## config.mk

```make
export PLATFORM = sky130hd
export DESIGN_NAME = swkd_ctrl
export DESIGN_NICKNAME = d
export VERILOG_FILES = /design/src/rtl/swkd_pkg.sv /design/src/rtl/swkd_ctrl.sv
export SDC_FILE = /design/constraint.sdc
export NUM_CORES = 1
export LEC_CHECK = 0
export BUFFER_PORTS_ARGS = -buffer_cell sky130_fd_sc_hd__buf_4
export CAP_MARGIN = 20
export CORE_AREA = 3 3 40 42
export CTS_CLUSTER_SIZE = 8
export DETAILED_ROUTE_END_ITERATION = 10
export DIE_AREA = 0 0 43 45
export GPL_TIMING_DRIVEN = 0
export HOLD_SLACK_MARGIN = 0.03
export MAX_ROUTING_LAYER = met4
export SLEW_MARGIN = 20
export SYNTH_ARGS = -nofsm -noshare
export SYNTH_HDL_FRONTEND = slang
export SYNTH_SLANG_ARGS = --single-unit
```

## constraint.sdc

```tcl
create_clock -name clk -period 1.45 [get_ports clk]
set_input_delay 0.2175 -clock clk [delete_from_list [all_inputs] [get_ports clk]]
set_output_delay 0.2175 -clock clk [all_outputs]
set_load 0.05 [all_outputs]
```

## src/rtl/swkd_pkg.sv

```systemverilog
`default_nettype none

package swkd_pkg;

    // Defaults for the top-level parameters
    localparam int MAX_ITEMS_DEF  = 1024;
    localparam int VALUE_BITS_DEF = 10;

    // Fixed field widths
    localparam int VALUE_W   = 10;
    localparam int NEED_W    = 11;
    localparam int LEN_W     = 11;
    localparam int POS_W     = 10;
    localparam int S_DATA_W  = 16;
    localparam int M_DATA_W  = 32;

    // Config port
    localparam int CFG_ADDR_W = 3;
    localparam int CFG_DATA_W = 32;
    localparam logic REG_DISTINCT_NEEDED = 1'b0;   // register index, from paddr[2]
    localparam logic [NEED_W-1:0] NEED_RESET = 11'd1;

    typedef enum logic [3:0] {
        ST_INIT,
        ST_IDLE,
        ST_ADD_RD,
        ST_ADD_WR,
        ST_SH_CHK,
        ST_SH_KEY,
        ST_SH_DEC,
        ST_EMIT,
        ST_CLR_CHK,
        ST_CLR_KEY
    } swkd_state_t;

    typedef struct packed {
        logic init_step;   // zero one count entry
        logic accept;      // input item taken
        logic add_rd;      // read count of new key
        logic add_wr;      // write count+1
        logic sh_best;     // compare window, read leftmost element
        logic sh_key;      // read count of leftmost key
        logic sh_dec;      // write count-1, advance left edge
        logic emit;        // load output register
        logic clr_rd;      // read element during cleanup
        logic clr_wr;      // zero its count
        logic finish;      // clear per-set registers
    } swkd_cmd_t;

    typedef struct packed {
        logic init_done;
        logic room;
        logic last;
        logic shrink_go;
        logic clr_go;
        logic out_free;
    } swkd_status_t;

endpackage

`default_nettype wire

```

## src/rtl/swkd_ctrl.sv

```systemverilog
`default_nettype none

module swkd_ctrl
    import swkd_pkg::*;
(
    input  wire logic         clk,
    input  wire logic         rst_n,
    input  wire logic         in_valid,
    input  wire logic         in_last,
    output logic              in_ready,
    input  wire swkd_status_t status,
    output swkd_cmd_t         cmd
);

    swkd_state_t state_reg;
    swkd_state_t state_next;

    always_ff @(posedge clk or negedge rst_n)
    begin
        if (!rst_n)
        begin
            state_reg <= ST_INIT;
        end
        else
        begin
            state_reg <= state_next;
        end
    end

    always_comb
    begin
        state_next = state_reg;
        unique case (state_reg)
            ST_INIT:
            begin
                if (status.init_done)
                begin
                    state_next = ST_IDLE;
                end
            end
            ST_IDLE:
            begin
                if (in_valid)
                begin
                    if (status.room)
                    begin
                        state_next = ST_ADD_RD;
                    end
                    else if (in_last)
                    begin
                        state_next = ST_EMIT;
                    end
                end
            end
            ST_ADD_RD: state_next = ST_ADD_WR;
            ST_ADD_WR: state_next = ST_SH_CHK;
            ST_SH_CHK:
            begin
                if (status.shrink_go)
                begin
                    state_next = ST_SH_KEY;
                end
                else if (status.last)
                begin
                    state_next = ST_EMIT;
                end
                else
                begin
                    state_next = ST_IDLE;
                end
            end
            ST_SH_KEY: state_next = ST_SH_DEC;
            ST_SH_DEC: state_next = ST_SH_CHK;
            ST_EMIT:
            begin
                if (status.out_free)
                begin
                    state_next = ST_CLR_CHK;
                end
            end
            ST_CLR_CHK:
            begin
                state_next = status.clr_go ? ST_CLR_KEY : ST_IDLE;
            end
            ST_CLR_KEY: state_next = ST_CLR_CHK;
            default:    state_next = ST_INIT;
        endcase
    end

    always_comb
    begin
        cmd      = '0;
        in_ready = 1'b0;
        unique case (state_reg)
            ST_INIT:    cmd.init_step = 1'b1;
            ST_IDLE:
            begin
                in_ready   = 1'b1;
                cmd.accept = in_valid;
            end
            ST_ADD_RD:  cmd.add_rd = 1'b1;
            ST_ADD_WR:  cmd.add_wr = 1'b1;
            ST_SH_CHK:  cmd.sh_best = status.shrink_go;
            ST_SH_KEY:  cmd.sh_key = 1'b1;
            ST_SH_DEC:  cmd.sh_dec = 1'b1;
            ST_EMIT:    cmd.emit = status.out_free;
            ST_CLR_CHK:
            begin
                cmd.clr_rd = status.clr_go;
                cmd.finish = !status.clr_go;
            end
            ST_CLR_KEY: cmd.clr_wr = 1'b1;
            default:    cmd = '0;
        endcase
    end

endmodule

`default_nettype wire

```

; Word-level counts from Yosys, hierarchy flattened
; Cells that the tools add are included.
[totals]
ff_bits = 4
out_inout_bits = 12
wordCells = 39
[classes]
eq_ne = 13
n_mux = 21
n_reduce_logical = 4
[op_table]
columns = cell, count
row1 = $pmux W4 S9, 1
row2 = $mux W4, 6
row3 = $eq A4 B3 Y1 const B, 4
row4 = $mux W1, 12
row5 = $eq A4 B2 Y1 const B, 2
row6 = $eq A4 B4 Y1 const B, 2
row7 = $mux W3, 2
row8 = $ne A2 B2 Y1 const B, 3
row9 = $eq A4 B1 Y1 const B, 1
row10 = $logic_not A4 Y1, 1
row11 = $reduce_and A4 Y1, 1
row12 = $ne A3 B3 Y1 const B, 1
row13 = $reduce_or A2 Y1, 1
row14 = $logic_not A1 Y1, 1

; Longest topological paths before layout
; Gate-level depths: netlist of the first run.
[logic_depth]
depth_word = 4
ltp_mapped = 5

; Least setup slack after synthesis of the first run
; Ideal clock, no wire load.
[synth_path]
path_type = register to output
from = register state_reg[2]
to = output cmd[2] in the netlist's numbering
t_arrival_ns = 2.328
t_required_ns = 1.233
path_slack_ns = -1.095
stages_incl_launch_ff = 4
path_cell_list = dfrtp_1 > buf_2 > nand2b_1 > nor4b_1
[synth_rtl]
columns = item, line
row1 = start: declaration, swkd_ctrl.sv:15  ; swkd_state_t state_reg;
row2 = start signal: assignment, swkd_ctrl.sv:26  ; state_reg <= state_next;
row3 = end: declaration, swkd_ctrl.sv:12  ; output swkd_cmd_t cmd

==> flow_summary.html, run 1 <==
<table>
<tr><th>Metric</th><th>Value</th></tr>
<tr><th colspan="2">GRT</th></tr>
<tr><td>Pin count of the biggest net entering global routing</td><td>11</td></tr>
<tr><td>All-Layer GR Usage</td><td>19.5%</td></tr>
<tr><td>Number of global-route vias before repair</td><td>608</td></tr>
<tr><td>Initial antenna violation count</td><td>0</td></tr>
<tr><td>Total overflow reported by the global router</td><td>0</td></tr>
<tr><td>Wire length of the first global-routing pass</td><td>2.79 mm</td></tr>
<tr><th colspan="2">Synth</th></tr>
<tr><td>Cell type with the highest aggregate area in the netlist</td><td>sky130_fd_sc_hd__dfrtp_1</td></tr>
<tr><td>Mean instance size in the synthesized netlist</td><td>8.04 µm²</td></tr>
<tr><td>Net count after synthesis</td><td>66</td></tr>
<tr><td>Fraction of synthesized cell area taken by the top area cell type</td><td>22.2%</td></tr>
<tr><td>Synthesized cell area</td><td>450 µm²</td></tr>
<tr><td>Seq/Total Area, Yosys</td><td>22.2%</td></tr>
<tr><td>Cells after synthesis</td><td>56</td></tr>
<tr><td>Largest cells by area after synthesis</td><td>sky130_fd_sc_hd__dfrtp_1 (22%), sky130_fd_sc_hd__nor2_1 (6.7%), sky130_fd_sc_hd__nor4b_4 (5.3%)</td></tr>
<tr><td>Netlist cell types</td><td>30</td></tr>
<tr><td>Flops &amp; latches, synth</td><td>4</td></tr>
<tr><td>Number of warning messages in the yosys log</td><td>0</td></tr>
<tr><th colspan="2">Finish</th></tr>
<tr><td>Top library cells by usage in the layout, fill and taps aside</td><td>sky130_fd_sc_hd__buf_4 (19), sky130_fd_sc_hd__buf_6 (16), sky130_fd_sc_hd__nor2_1 (5)</td></tr>
<tr><td>Cell area after layout</td><td>1110 µm²</td></tr>
<tr><td>Final cell count without fillers</td><td>113</td></tr>
<tr><td>Max FFs per register</td><td>4</td></tr>
<tr><td>Antenna diode count</td><td>0</td></tr>
<tr><td>Fraction of final layout cells with drive strength greater than 1</td><td>72.4%</td></tr>
<tr><td>Most common library cell in the layout ignoring fill and taps</td><td>sky130_fd_sc_hd__buf_4</td></tr>
<tr><td>Layout net count</td><td>110</td></tr>
<tr><td>Area Growth Syn to Fin</td><td>147%</td></tr>
<tr><th colspan="2">Critical path</th></tr>
<tr><td>Crit path max fanout</td><td>6</td></tr>
<tr><td>Startpoint Class</td><td>flop</td></tr>
<tr><td>Critical Path End Type</td><td>output pin</td></tr>
<tr><td>Data arrival time at the worst-slack endpoint</td><td>1.41 ns</td></tr>
<tr><td>Worst endpoint required time</td><td>1.23 ns</td></tr>
<tr><td>Worst reg2reg setup slack</td><td>-0.13 ns</td></tr>
<tr><td>Worst-case reg-to-reg path depth</td><td>6</td></tr>
<tr><td>Path type of the worst setup path</td><td>flop to output pin</td></tr>
<tr><td>RR Endpoint</td><td>state_reg[3]</td></tr>
<tr><td>FF-to-FF Start</td><td>state_reg[2]</td></tr>
<tr><th colspan="2">Power</th></tr>
<tr><td>Clock share of power</td><td>5.0%</td></tr>
<tr><td>Internal power</td><td>1.41 mW</td></tr>
<tr><td>Largest voltage drop on the vdd net</td><td>0.00172 V</td></tr>
<tr><td>Combinational cell fraction of total power</td><td>86.2%</td></tr>
<tr><td>Net switching power</td><td>1.34 mW</td></tr>
<tr><td>Net switching share of the total power</td><td>48.7%</td></tr>
<tr><td>Leakage</td><td>0.472 nW</td></tr>
<tr><td>Reg power frac</td><td>8.8%</td></tr>
<tr><td>Power Dens Cells</td><td>2470 nW/µm²</td></tr>
<tr><td>Overall Power</td><td>2.74 mW</td></tr>
<tr><th colspan="2">Timing</th></tr>
<tr><td>Final period util</td><td>112%</td></tr>
<tr><td>Post-route minimum period</td><td>1.63 ns</td></tr>
<tr><td>Number of failing setup endpoints in the final timing report</td><td>14</td></tr>
<tr><td>RSZ-0062 raised after global routing</td><td>yes</td></tr>
<tr><td>Final Hold Vio Count</td><td>0</td></tr>
<tr><td>Measured slew at the worst slew-check pin</td><td>0.505 ns</td></tr>
<tr><td>Setup tns final</td><td>-1.45 ns</td></tr>
<tr><td>Clock Skew</td><td>0.00345 ns</td></tr>
<tr><td>Worst Slack Setup Final</td><td>-0.177 ns</td></tr>
<tr><td>Max-slew headroom at the worst pin</td><td>66.1%</td></tr>
<tr><td>Slew Limit Fails</td><td>0</td></tr>
<tr><td>Max Fclk</td><td>615 MHz</td></tr>
<tr><th colspan="2">Clock network</th></tr>
<tr><td>CTS tree</td><td>done</td></tr>
<tr><td>Clock-pin slew on the worst setup and hold paths</td><td>0.04 ns</td></tr>
<tr><td>Latest clock arrival within the worst-skew pair</td><td>0.24 ns</td></tr>
<tr><td>Number of H-tree branching levels</td><td>1</td></tr>
<tr><td>Library cell used as clock root buffer</td><td>sky130_fd_sc_hd__clkbuf_4</td></tr>
<tr><td>Number of buffers created by CTS</td><td>3</td></tr>
<tr><td>CTS Sinks</td><td>4</td></tr>
<tr><td>Deepest clock path buffer count</td><td>2</td></tr>
<tr><th colspan="2">Floorplanning</th></tr>
<tr><td>Core area</td><td>1280 µm²</td></tr>
<tr><td>Floorplan die height</td><td>45 µm</td></tr>
<tr><td>Starting utilization of the core area</td><td>35.1%</td></tr>
<tr><td>Total number of placement rows</td><td>13</td></tr>
<tr><td>Full die area</td><td>1940 µm²</td></tr>
<tr><td>I/O pin count</td><td>22</td></tr>
<tr><td>Horizontal die dimension</td><td>43 µm</td></tr>
<tr><th colspan="2">Drt</th></tr>
<tr><td>Routed length per instance</td><td>17.8 µm</td></tr>
<tr><td>Via total after detailed routing</td><td>639</td></tr>
<tr><td>Initial drt markers</td><td>3</td></tr>
<tr><td>Wirelength, routed</td><td>2.01 mm</td></tr>
<tr><td>Remaining antenna violation count</td><td>0</td></tr>
<tr><td>Average via count per standard cell</td><td>5.65</td></tr>
<tr><td>Number of remaining DRC errors</td><td>0</td></tr>
<tr><td>Pre-antenna DRT Iters</td><td>4</td></tr>
<tr><th colspan="2">Place</th></tr>
<tr><td>Gp weighted congestion</td><td>0.832</td></tr>
<tr><td>Number of buffers inserted by port buffering</td><td>21</td></tr>
<tr><td>Placed Area</td><td>753 µm²</td></tr>
<tr><td>Half-perimeter wire length after placement</td><td>1.12 mm</td></tr>
<tr><td>Post-placement cell count</td><td>92</td></tr>
<tr><th colspan="2">Job</th></tr>
<tr><td># Max-Cap Violations</td><td>0</td></tr>
<tr><th colspan="2">Status</th></tr>
<tr><td>Outcome</td><td>finished with violations</td></tr>
<tr><td>Failing checks</td><td>negative setup slack</td></tr>
<tr><th colspan="2">Worst hold path</th></tr>
<tr><td>Worst min-delay path class</td><td>primary input to asynchronous set/reset pin</td></tr>
</table>
stage by stage:
stage	setup WS [ns]	utilization, %	hold WS (ns)
6_report	-0.177	86.5	0.322
5_1_grt	-0.212	86.5	0.339
3_3_place_gp	-0.0691	58.6	0.0138
3_5_place_dp	-0.0648	58.6	0.0151
2_1_floorplan	-0.400	-	-0.0781
4_1_cts	-0.161	73.8	0.308
power by group through the flow:
stage               clock network [mW]  logic, mW  registers, mW
global placement                     0       1.50          0.217
CTS                              0.141       1.88          0.228
global route                     0.151       2.47          0.249
finish                           0.137       2.36          0.242
floorplan                            0       1.21          0.205
detailed placement                   0       1.52          0.217
critical path, cell delays in order (launching register included):
cell,delay [ns]
sky130_fd_sc_hd__dfrtp_1,0.36
sky130_fd_sc_hd__buf_6,0.14
sky130_fd_sc_hd__nor4b_4,0.33
sky130_fd_sc_hd__and2_4,0.20
sky130_fd_sc_hd__buf_8,0.14
cell usage after synthesis:
library cell                instances
sky130_fd_sc_hd__a211oi_1           1
sky130_fd_sc_hd__a21o_1             1
sky130_fd_sc_hd__a21oi_1            3
sky130_fd_sc_hd__a221o_1            1
sky130_fd_sc_hd__a221oi_1           1
sky130_fd_sc_hd__a221oi_2           1
sky130_fd_sc_hd__a31o_1             1
sky130_fd_sc_hd__and2_1             1
sky130_fd_sc_hd__and3_1             1
sky130_fd_sc_hd__and3b_1            1
sky130_fd_sc_hd__buf_2              3
sky130_fd_sc_hd__buf_4              2
sky130_fd_sc_hd__buf_6              1
sky130_fd_sc_hd__dfrtp_1            4
sky130_fd_sc_hd__inv_1              1
sky130_fd_sc_hd__nand2_1            2
sky130_fd_sc_hd__nand2b_1           3
sky130_fd_sc_hd__nand3_1            1
sky130_fd_sc_hd__nand4b_1           1
sky130_fd_sc_hd__nand4bb_1          1
sky130_fd_sc_hd__nor2_1             8
sky130_fd_sc_hd__nor3_1             4
sky130_fd_sc_hd__nor3b_2            1
sky130_fd_sc_hd__nor4_1             3
sky130_fd_sc_hd__nor4b_1            2
sky130_fd_sc_hd__nor4b_4            1
sky130_fd_sc_hd__o211ai_1           1
sky130_fd_sc_hd__o21ai_0            3
sky130_fd_sc_hd__or2b_1             1
sky130_fd_sc_hd__or4_1              1
logic make-up after synthesis:
kind of cell,count (synthesis),share of synthesized area (%)
AO/OA/AOI/OAI,13,21.1
buffers and inverters,7,10.0
flip-flops,4,22.2
AND/OR/NAND/NOR,32,46.7
worst max path at each step:
stage / start / to / depth (start not counted)
after floorplan: state_reg[2] / cmd[9] / 3
after global placement: state_reg[2] / cmd[9] / 4
after detailed placement: state_reg[2] / cmd[9] / 4
after CTS: state_reg[1] / cmd[9] / 4
after global routing: state_reg[1] / cmd[10] / 4
final: state_reg[2] / cmd[9] / 4
timing repair:
action	in CTS	in global routing
cloned	0	1
resized for setup	23	19
setup buffers	9	8
pin swaps	4	8
endpoints found under the hold margin	4	0
hold buffers	1	0
setup endpoints to repair	15	15
final cells by class:
| cell class | count | area, µm² |
|---|---|---|
| Inverter | 1 | 3.75 |
| Clock buffer | 3 | 22.5 |
| Timing Repair Buffer | 39 | 400 |
| Buffer | 6 | 82.6 |
| Fill cell | 70 | 174 |
| Tap cell | 15 | 18.8 |
| Multi-Input combinational cell | 45 | 480 |
| Sequential cell | 4 | 103 |
metal layers:
metal / track usage (%) / vias up / part of all wire (%)
met1: 22.6 / 303 / 36
li1: - / 299 / -
met4: 4.82 / 0 / 1.5
met2: 33.5 / 33 / 55
met3: 5.58 / 4 / 7.1
met5: - / - / 0
Note: power is estimated with default switching activity, not from simulation.
==> run 2: changes to the inputs <==
- clock period: 1.45 -> 2 ns (I/O delays scaled with it)
==> run 2 against run 1 <==
Clock skew is 0.0021 ns lower. Worst hold slack better by 0.063 ns. Clock-buffer cell count unchanged. Combinational power fell by 61%. The flow now finishes without violations. Sequential share of layout area rose by 5.3 points. Worst setup slack better by 0.29 ns. Die area stayed put. Final cell count is 15% lower.
==> flow_summary.html, run 2 (synthesis gave the netlist of run 1 again) <==
<table>
<tr><th>Metric</th><th>Value</th></tr>
<tr><th colspan="2">Timing</th></tr>
<tr><td>Max Fclk</td><td>529 MHz</td></tr>
<tr><td>Number of failing setup endpoints in the final timing report</td><td>0 (was 14)</td></tr>
<tr><td>Slew Limit Fails</td><td>0 (unchanged)</td></tr>
<tr><td>Clock Skew</td><td>0.00133 ns (was 0.00345 ns)</td></tr>
<tr><td>RSZ-0062 raised after global routing</td><td>no (was yes)</td></tr>
<tr><td>Max-slew headroom at the worst pin</td><td>72.9% (was 66.1%)</td></tr>
<tr><td>Setup tns final</td><td>0 ns (was -1.45 ns)</td></tr>
<tr><td>Post-route minimum period</td><td>1.89 ns</td></tr>
<tr><td>Final period util</td><td>94.4%</td></tr>
<tr><td>Final Hold Vio Count</td><td>0 (unchanged)</td></tr>
<tr><td>Measured slew at the worst slew-check pin</td><td>0.403 ns (was 0.505 ns)</td></tr>
<tr><th colspan="2">Power</th></tr>
<tr><td>Net switching share of the total power</td><td>55.7% (was 48.7%)</td></tr>
<tr><td>Largest voltage drop on the vdd net</td><td>0.000682 V (was 0.00172 V)</td></tr>
<tr><td>Net switching power</td><td>0.658 mW (was 1.34 mW)</td></tr>
<tr><td>Reg power frac</td><td>13.1% (was 8.8%)</td></tr>
<tr><td>Internal power</td><td>0.523 mW (was 1.41 mW)</td></tr>
<tr><td>Clock share of power</td><td>8.6% (was 5.0%)</td></tr>
<tr><td>Combinational cell fraction of total power</td><td>78.3% (was 86.2%)</td></tr>
<tr><td>Power Dens Cells</td><td>1710 nW/µm² (was 2470 nW/µm²)</td></tr>
<tr><td>Leakage</td><td>0.317 nW (was 0.472 nW)</td></tr>
<tr><th colspan="2">Floorplanning</th></tr>
<tr><td>Core area</td><td>1280 µm² (unchanged)</td></tr>
<tr><td>Horizontal die dimension</td><td>43 µm (unchanged)</td></tr>
<tr><td>Full die area</td><td>1940 µm² (unchanged)</td></tr>
<tr><td>Floorplan die height</td><td>45 µm (unchanged)</td></tr>
<tr><td>Total number of placement rows</td><td>13 (unchanged)</td></tr>
<tr><td>I/O pin count</td><td>22 (unchanged)</td></tr>
<tr><td>Starting utilization of the core area</td><td>35.1% (unchanged)</td></tr>
<tr><th colspan="2">Drt</th></tr>
<tr><td>Average via count per standard cell</td><td>5.51 (was 5.65)</td></tr>
<tr><td>Via total after detailed routing</td><td>529 (was 639)</td></tr>
<tr><td>Met2 routed WL</td><td>626 µm (was 1.11 mm)</td></tr>
<tr><td>Detailed-routed wire length on met3</td><td>78 µm (was 143 µm)</td></tr>
<tr><td>Wire length on met1</td><td>644 µm (was 726 µm)</td></tr>
<tr><td>Pre-antenna DRT Iters</td><td>4 (unchanged)</td></tr>
<tr><td>Topmost layer with routed signal wires</td><td>met3 (was met4)</td></tr>
<tr><td>Remaining antenna violation count</td><td>0 (unchanged)</td></tr>
<tr><td>Routed length per instance</td><td>14.1 µm (was 17.8 µm)</td></tr>
<tr><td>Number of remaining DRC errors</td><td>0 (unchanged)</td></tr>
<tr><td>Wirelength, routed</td><td>1.35 mm (was 2.01 mm)</td></tr>
<tr><td>Initial drt markers</td><td>6 (was 3)</td></tr>
<tr><th colspan="2">Finish</th></tr>
<tr><td>Fraction of final layout cells with drive strength greater than 1</td><td>48.1% (was 72.4%)</td></tr>
<tr><td>Antenna diode count</td><td>0 (unchanged)</td></tr>
<tr><td>Layout net count</td><td>93 (was 110)</td></tr>
<tr><td>Cell area after layout</td><td>689 µm² (was 1110 µm²)</td></tr>
<tr><td>Fillcell total</td><td>140 (was 70)</td></tr>
<tr><td>Max FFs per register</td><td>4 (unchanged)</td></tr>
<tr><td>Area Growth Syn to Fin</td><td>53.1% (was 147%)</td></tr>
<tr><td>FF+latch area</td><td>100 µm² (was 103 µm²)</td></tr>
<tr><td>Top library cells by usage in the layout, fill and taps aside</td><td>sky130_fd_sc_hd__buf_4 (23), sky130_fd_sc_hd__nor2_1 (8), sky130_fd_sc_hd__dfrtp_1 (4) (was sky130_fd_sc_hd__buf_4 (19), sky130_fd_sc_hd__buf_6 (16), sky130_fd_sc_hd__nor2_1 (5))</td></tr>
<tr><td>Post-layout utilization of the core</td><td>53.7% (was 86.5%)</td></tr>
<tr><td>Area of the multi-input gates</td><td>335 µm² (was 480 µm²)</td></tr>
<tr><td>Most common library cell in the layout ignoring fill and taps</td><td>sky130_fd_sc_hd__buf_4 (unchanged)</td></tr>
<tr><th colspan="2">Clock network</th></tr>
<tr><td>Post-CTS Hold Buffers</td><td>1 (unchanged)</td></tr>
<tr><td>Number of buffers created by CTS</td><td>3 (unchanged)</td></tr>
<tr><td>Post-CTS setup buffer count</td><td>0 (was 9)</td></tr>
<tr><td>Cts repair resizes</td><td>0 (was 23)</td></tr>
<tr><td>Latest clock arrival within the worst-skew pair</td><td>0.24 ns (about the same)</td></tr>
<tr><td>Number of H-tree branching levels</td><td>1 (unchanged)</td></tr>
<tr><td>Library cell used as clock root buffer</td><td>sky130_fd_sc_hd__clkbuf_4 (unchanged)</td></tr>
<tr><td>Deepest clock path buffer count</td><td>2 (unchanged)</td></tr>
<tr><td>CTS Sinks</td><td>4 (unchanged)</td></tr>
<tr><td>CTS tree</td><td>done (unchanged)</td></tr>
<tr><td>Clock-pin slew on the worst setup and hold paths</td><td>0.04 ns (about the same)</td></tr>
<tr><th colspan="2">Critical path</th></tr>
<tr><td>Cell at the slowest stage of the critical path</td><td>sky130_fd_sc_hd__nor4b_4 (was sky130_fd_sc_hd__dfrtp_1)</td></tr>
<tr><td>Data arrival time at the worst-slack endpoint</td><td>1.59 ns (was 1.41 ns)</td></tr>
<tr><td>Crit path max fanout</td><td>10 (was 6)</td></tr>
<tr><td>FF-to-FF Start</td><td>state_reg[2] (unchanged)</td></tr>
<tr><td>Critical Path End Type</td><td>output pin (unchanged)</td></tr>
<tr><td>Worst-case reg-to-reg path depth</td><td>4 (was 6)</td></tr>
<tr><td>Worst reg2reg setup slack</td><td>0.55 ns (was -0.13 ns)</td></tr>
<tr><td>Path type of the worst setup path</td><td>flop to output pin (unchanged)</td></tr>
<tr><td>Cell-by-cell listing of the critical path</td><td>buf_2, nor4b_4, and2_4, buf_4 (was buf_6, nor4b_4, and2_4, buf_8)</td></tr>
<tr><td>Highest cell delay on the worst timing path</td><td>0.44 ns (was 0.36 ns)</td></tr>
<tr><td>RR Endpoint</td><td>state_reg[2] (was state_reg[3])</td></tr>
<tr><td>Launch point of the critical path</td><td>state_reg[2] (unchanged)</td></tr>
<tr><td>Startpoint Class</td><td>flop (unchanged)</td></tr>
<tr><td>Worst endpoint required time</td><td>1.70 ns (was 1.23 ns)</td></tr>
<tr><th colspan="2">Place</th></tr>
<tr><td>Number of buffers inserted by port buffering</td><td>21 (unchanged)</td></tr>
<tr><td>Gp weighted congestion</td><td>0.828 (was 0.832)</td></tr>
<tr><td>Placed Area</td><td>657 µm² (was 753 µm²)</td></tr>
<tr><td>Half-perimeter wire length after placement</td><td>987 µm (was 1.12 mm)</td></tr>
<tr><th colspan="2">GRT</th></tr>
<tr><td>Total overflow reported by the global router</td><td>0 (unchanged)</td></tr>
<tr><td>Pin count of the biggest net entering global routing</td><td>11 (unchanged)</td></tr>
<tr><td>All-Layer GR Usage</td><td>15.7% (was 19.5%)</td></tr>
<tr><td>Number of global-route vias before repair</td><td>490 (was 608)</td></tr>
<tr><td>Wire length of the first global-routing pass</td><td>2.24 mm (was 2.79 mm)</td></tr>
<tr><td>Initial antenna violation count</td><td>0 (unchanged)</td></tr>
<tr><th colspan="2">Worst hold path</th></tr>
<tr><td>Cell count of the worst hold path</td><td>3</td></tr>
<tr><td>End of the worst hold path</td><td>state_reg[3]</td></tr>
<tr><td>Worst hold path startpoint</td><td>status[1]</td></tr>
<tr><td>Worst min-delay path class</td><td>primary input to flop (was primary input to asynchronous set/reset pin)</td></tr>
<tr><th colspan="2">Job</th></tr>
<tr><td># Max-Cap Violations</td><td>0 (unchanged)</td></tr>
<tr><th colspan="2">Status</th></tr>
<tr><td>Outcome</td><td>complete, no violations (was finished with violations)</td></tr>
</table>
## run 2: area by class of cell
type | count | share of cell area (%)
Clock buffer | 3 | 3.27
Multi-Input combinational cell | 45 | 48.6
Inverter | 1 | 0.544
Timing Repair Buffer | 22 | 24.3
Buffer | 6 | 5.99
Sequential cell | 4 | 14.5
Tap cell | 15 | 2.72
## run 2: how the worst max path moves through the flow
stage               cells after the start  endpoint
floorplan                               3    cmd[0]
global placement                        4    cmd[9]
detailed placement                      4    cmd[9]
CTS                                     4    cmd[9]
global route                            4    cmd[9]
finish                                  4    cmd[9]
## run 2: critical path: cells and delay by family, from the launching register on
kind                   cells  cell delay, ns
buffers and inverters      2            0.36
DFF                        1            0.34
and+or+nand+nor            2            0.64
## run 2: power by group through the flow
stage / Combinational [mW] / Clock [mW] / Sequential (mW)
floorplan: 0.718 / 0 / 0.145
global placement: 0.924 / 0 / 0.154
detailed placement: 0.927 / 0 / 0.155
CTS: 0.929 / 0.108 / 0.154
global route: 0.991 / 0.116 / 0.158
finish: 0.924 / 0.102 / 0.155
## run 2: stage by stage
stage	setup WS [ns]	instances	hold slack (ns)	total power, mW
final	0.111	96	0.385	1.18
after global routing	0.0362	96	0.395	1.27
after CTS	0.109	96	0.381	1.19
after detailed placement	0.373	92	0.0977	1.08
after global placement	0.381	92	0.0958	1.08
after floorplan	-0.478	56	0.00441	0.863
## run 2: per-layer routing
metal | vias up | global-route usage (%)
met2 | 19 | 24.3
li1 | 264 | -
met3 | 0 | 4.78
met4 | 0 | 3.61
met1 | 246 | 20.3
met5 | - | -
==> run 3: changes to the inputs <==
- RECOVER_POWER: not set -> 100
==> run 3 against run 2 <==
Sequential share of layout area grew 0.63 points. Maximum frequency down 1.1%. Clock skew barely moved. Via count down 0.38%. Global-route usage stayed put. Critical path depth is the same. Clock power hardly changed. Worst setup slack lost 0.020 ns. Clock-buffer cell count unchanged. First-iteration DRC count up 17%. Cell area shrank 4.2%. Critical endpoint is now cmd[2]. Largest power group unchanged.
==> flow_summary.html, run 3 (synthesis gave the netlist of run 1 again) <==
<table>
<tr><th>Metric</th><th>Value</th></tr>
<tr><th colspan="2">Finish</th></tr>
<tr><td>Most common library cell in the layout ignoring fill and taps</td><td>sky130_fd_sc_hd__buf_4 (unchanged)</td></tr>
<tr><td>Fillcell total</td><td>150 (was 140)</td></tr>
<tr><td>Fraction of final layout cells with drive strength greater than 1</td><td>45.7% (was 48.1%)</td></tr>
<tr><td>Antenna diode count</td><td>0 (unchanged)</td></tr>
<tr><td>Top library cells by usage in the layout, fill and taps aside</td><td>sky130_fd_sc_hd__buf_4 (13), sky130_fd_sc_hd__nor2_1 (8), sky130_fd_sc_hd__clkbuf_2 (7) (was sky130_fd_sc_hd__buf_4 (23), sky130_fd_sc_hd__nor2_1 (8), sky130_fd_sc_hd__dfrtp_1 (4))</td></tr>
<tr><td>Area Growth Syn to Fin</td><td>46.7% (was 53.1%)</td></tr>
<tr><td>Layout net count</td><td>93 (unchanged)</td></tr>
<tr><td>Max FFs per register</td><td>4 (unchanged)</td></tr>
<tr><th colspan="2">Clock network</th></tr>
<tr><td>CTS Sinks</td><td>4 (unchanged)</td></tr>
<tr><td>Number of H-tree branching levels</td><td>1 (unchanged)</td></tr>
<tr><td>Clock-pin slew on the worst setup and hold paths</td><td>0.04 ns (about the same)</td></tr>
<tr><td>Deepest clock path buffer count</td><td>2 (unchanged)</td></tr>
<tr><td>CTS tree</td><td>done (unchanged)</td></tr>
<tr><td>Latest clock arrival within the worst-skew pair</td><td>0.24 ns (about the same)</td></tr>
<tr><td>Number of buffers created by CTS</td><td>3 (unchanged)</td></tr>
<tr><td>Post-CTS setup buffer count</td><td>0 (unchanged)</td></tr>
<tr><td>Cts repair resizes</td><td>0 (unchanged)</td></tr>
<tr><td>Library cell used as clock root buffer</td><td>sky130_fd_sc_hd__clkbuf_4 (unchanged)</td></tr>
<tr><th colspan="2">Floorplanning</th></tr>
<tr><td>Horizontal die dimension</td><td>43 µm (unchanged)</td></tr>
<tr><td>Floorplan die height</td><td>45 µm (unchanged)</td></tr>
<tr><td>I/O pin count</td><td>22 (unchanged)</td></tr>
<tr><td>Full die area</td><td>1940 µm² (unchanged)</td></tr>
<tr><td>Starting utilization of the core area</td><td>35.1% (unchanged)</td></tr>
<tr><td>Total number of placement rows</td><td>13 (unchanged)</td></tr>
<tr><td>Core area</td><td>1280 µm² (unchanged)</td></tr>
<tr><th colspan="2">Timing</th></tr>
<tr><td>Final period util</td><td>95.5% (was 94.4%)</td></tr>
<tr><td>Slew Limit Fails</td><td>0 (unchanged)</td></tr>
<tr><td>Post-route minimum period</td><td>1.91 ns (was 1.89 ns)</td></tr>
<tr><td>Final Hold Vio Count</td><td>0 (unchanged)</td></tr>
<tr><td>Max Fclk</td><td>524 MHz (was 529 MHz)</td></tr>
<tr><td>Hold slack</td><td>0.383 ns (was 0.385 ns)</td></tr>
<tr><td>Max-slew headroom at the worst pin</td><td>68.1% (was 72.9%)</td></tr>
<tr><td>Worst Slack Setup Final</td><td>0.0907 ns (was 0.111 ns)</td></tr>
<tr><td>Measured slew at the worst slew-check pin</td><td>0.478 ns (was 0.403 ns)</td></tr>
<tr><td>RSZ-0062 raised after global routing</td><td>no (unchanged)</td></tr>
<tr><td>Clock Skew</td><td>0.00137 ns (was 0.00133 ns)</td></tr>
<tr><td>Number of failing setup endpoints in the final timing report</td><td>0 (unchanged)</td></tr>
<tr><th colspan="2">Drt</th></tr>
<tr><td>Detailed-routed wire length on met3</td><td>82 µm (was 78 µm)</td></tr>
<tr><td>Pre-antenna DRT Iters</td><td>4 (unchanged)</td></tr>
<tr><td>Met2 routed WL</td><td>649 µm (was 626 µm)</td></tr>
<tr><td>Number of remaining DRC errors</td><td>0 (unchanged)</td></tr>
<tr><td>Remaining antenna violation count</td><td>0 (unchanged)</td></tr>
<tr><td>Topmost layer with routed signal wires</td><td>met3 (unchanged)</td></tr>
<tr><td>Initial drt markers</td><td>7 (was 6)</td></tr>
<tr><td>Wire length on met1</td><td>586 µm (was 644 µm)</td></tr>
<tr><td>Wirelength, routed</td><td>1.32 mm (was 1.35 mm)</td></tr>
<tr><td>Average via count per standard cell</td><td>5.49 (was 5.51)</td></tr>
<tr><td>Via total after detailed routing</td><td>527 (was 529)</td></tr>
<tr><td>Routed length per instance</td><td>13.7 µm (was 14.1 µm)</td></tr>
<tr><th colspan="2">Job</th></tr>
<tr><td># Max-Cap Violations</td><td>0 (unchanged)</td></tr>
<tr><th colspan="2">GRT</th></tr>
<tr><td>Total overflow reported by the global router</td><td>0 (unchanged)</td></tr>
<tr><td>Wire length of the first global-routing pass</td><td>2.24 mm (unchanged)</td></tr>
<tr><td>All-Layer GR Usage</td><td>15.7% (unchanged)</td></tr>
<tr><td>Number of global-route vias before repair</td><td>490 (unchanged)</td></tr>
<tr><td>Pin count of the biggest net entering global routing</td><td>11 (unchanged)</td></tr>
<tr><td>Initial antenna violation count</td><td>0 (unchanged)</td></tr>
<tr><th colspan="2">Critical path</th></tr>
<tr><td>Startpoint Class</td><td>flop (unchanged)</td></tr>
<tr><td>Path type of the worst setup path</td><td>flop to output pin (unchanged)</td></tr>
<tr><td>Crit path max fanout</td><td>10 (unchanged)</td></tr>
<tr><td>Data arrival time at the worst-slack endpoint</td><td>1.61 ns (was 1.59 ns)</td></tr>
<tr><td>Worst-case reg-to-reg path depth</td><td>4 (unchanged)</td></tr>
<tr><td>Critical Path End Type</td><td>output pin (unchanged)</td></tr>
<tr><td>Worst endpoint required time</td><td>1.70 ns (about the same)</td></tr>
<tr><th colspan="2">Worst hold path</th></tr>
<tr><td>Cell count of the worst hold path</td><td>3 (unchanged)</td></tr>
<tr><td>Worst min-delay path class</td><td>primary input to flop (unchanged)</td></tr>
<tr><th colspan="2">Place</th></tr>
<tr><td>Gp weighted congestion</td><td>0.828 (unchanged)</td></tr>
<tr><td>Number of buffers inserted by port buffering</td><td>21 (unchanged)</td></tr>
<tr><td>Half-perimeter wire length after placement</td><td>987 µm (unchanged)</td></tr>
<tr><td>Pre-CTS WS</td><td>0.373 ns (unchanged)</td></tr>
<tr><th colspan="2">Power</th></tr>
<tr><td>Largest voltage drop on the vdd net</td><td>0.000636 V (was 0.000682 V)</td></tr>
<tr><td>Power Dens Cells</td><td>1720 nW/µm² (was 1710 nW/µm²)</td></tr>
<tr><td>Leakage</td><td>0.305 nW (was 0.317 nW)</td></tr>
<tr><th colspan="2">Status</th></tr>
<tr><td>Outcome</td><td>complete, no violations (unchanged)</td></tr>
</table>
## run 3: cell count changes in the layout (fill, tap and decap cells not counted)
cell / delta
sky130_fd_sc_hd__buf_4: -10
sky130_fd_sc_hd__clkbuf_2: +7
sky130_fd_sc_hd__clkbuf_1: +2
sky130_fd_sc_hd__and2_2: +1
sky130_fd_sc_hd__and2_4: -1
sky130_fd_sc_hd__buf_2: +1
## run 3: metal layers
layer / track usage [%] / up-vias
li1: - / 261
met1: 20.3 / 244
met2: 24.3 / 22
met3: 4.78 / 0
met4: 3.61 / 0
met5: - / -
## run 3: layout make-up
| class | count | area [µm²] | area share (%) |
|---|---|---|---|
| tap | 15 | 18.8 | 2.84 |
| buffer | 6 | 40.0 | 6.06 |
| multi-input combinational | 45 | 334 | 50.6 |
| clock buffer | 3 | 22.5 | 3.41 |
| timing repair buffer | 22 | 141 | 21.4 |
| inverter | 1 | 3.75 | 0.568 |
| sequential | 4 | 100 | 15.2 |
## run 3: stage by stage
step / TNS, ns / power, mW / area [µm²] / util, % / std cells
finish: 0 / 1.14 / 661 / 51.4 / 96
global route: 0 / 1.22 / 661 / 51.4 / 96
CTS: 0 / 1.19 / 689 / 53.7 / 96
detailed placement: 0 / 1.08 / 657 / 51.1 / 92
global placement: 0 / 1.08 / 657 / 51.1 / 92
floorplan: -0.955 / 0.863 / 480 / - / 56
## run 3: where the power goes
| part | switching, mW | internal, mW | total (mW) |
|---|---|---|---|
| sequential | 0.0347 | 0.120 | 0.154 |
| clock | 0.0348 | 0.0672 | 0.102 |
| combinational | 0.584 | 0.296 | 0.880 |
## run 3: what timing repair did
item	in CTS	in global routing
hold buffers	1	0
hold endpoints to repair	4	0
setup endpoints to repair	0	0
## run 3: final timing paths
check	startpoint	endpoint	slack [ns]
max	state_reg[3]	cmd[2]	0.09
min	status[1]	state_reg[3]	0.38
max reg2reg	state_reg[2]	state_reg[0]	0.46
min reg2reg	state_reg[0]	state_reg[1]	0.80
max in group asynchronous	rst_n	state_reg[0]	1.39
min in group asynchronous	rst_n	state_reg[2]	0.43
## run 3: critical path, stage by stage, from the launching register on
cell	delay, ns
sky130_fd_sc_hd__dfrtp_1	0.47
sky130_fd_sc_hd__buf_4	0.23
sky130_fd_sc_hd__nand2b_1	0.12
sky130_fd_sc_hd__nor4b_2	0.26
sky130_fd_sc_hd__buf_2	0.30
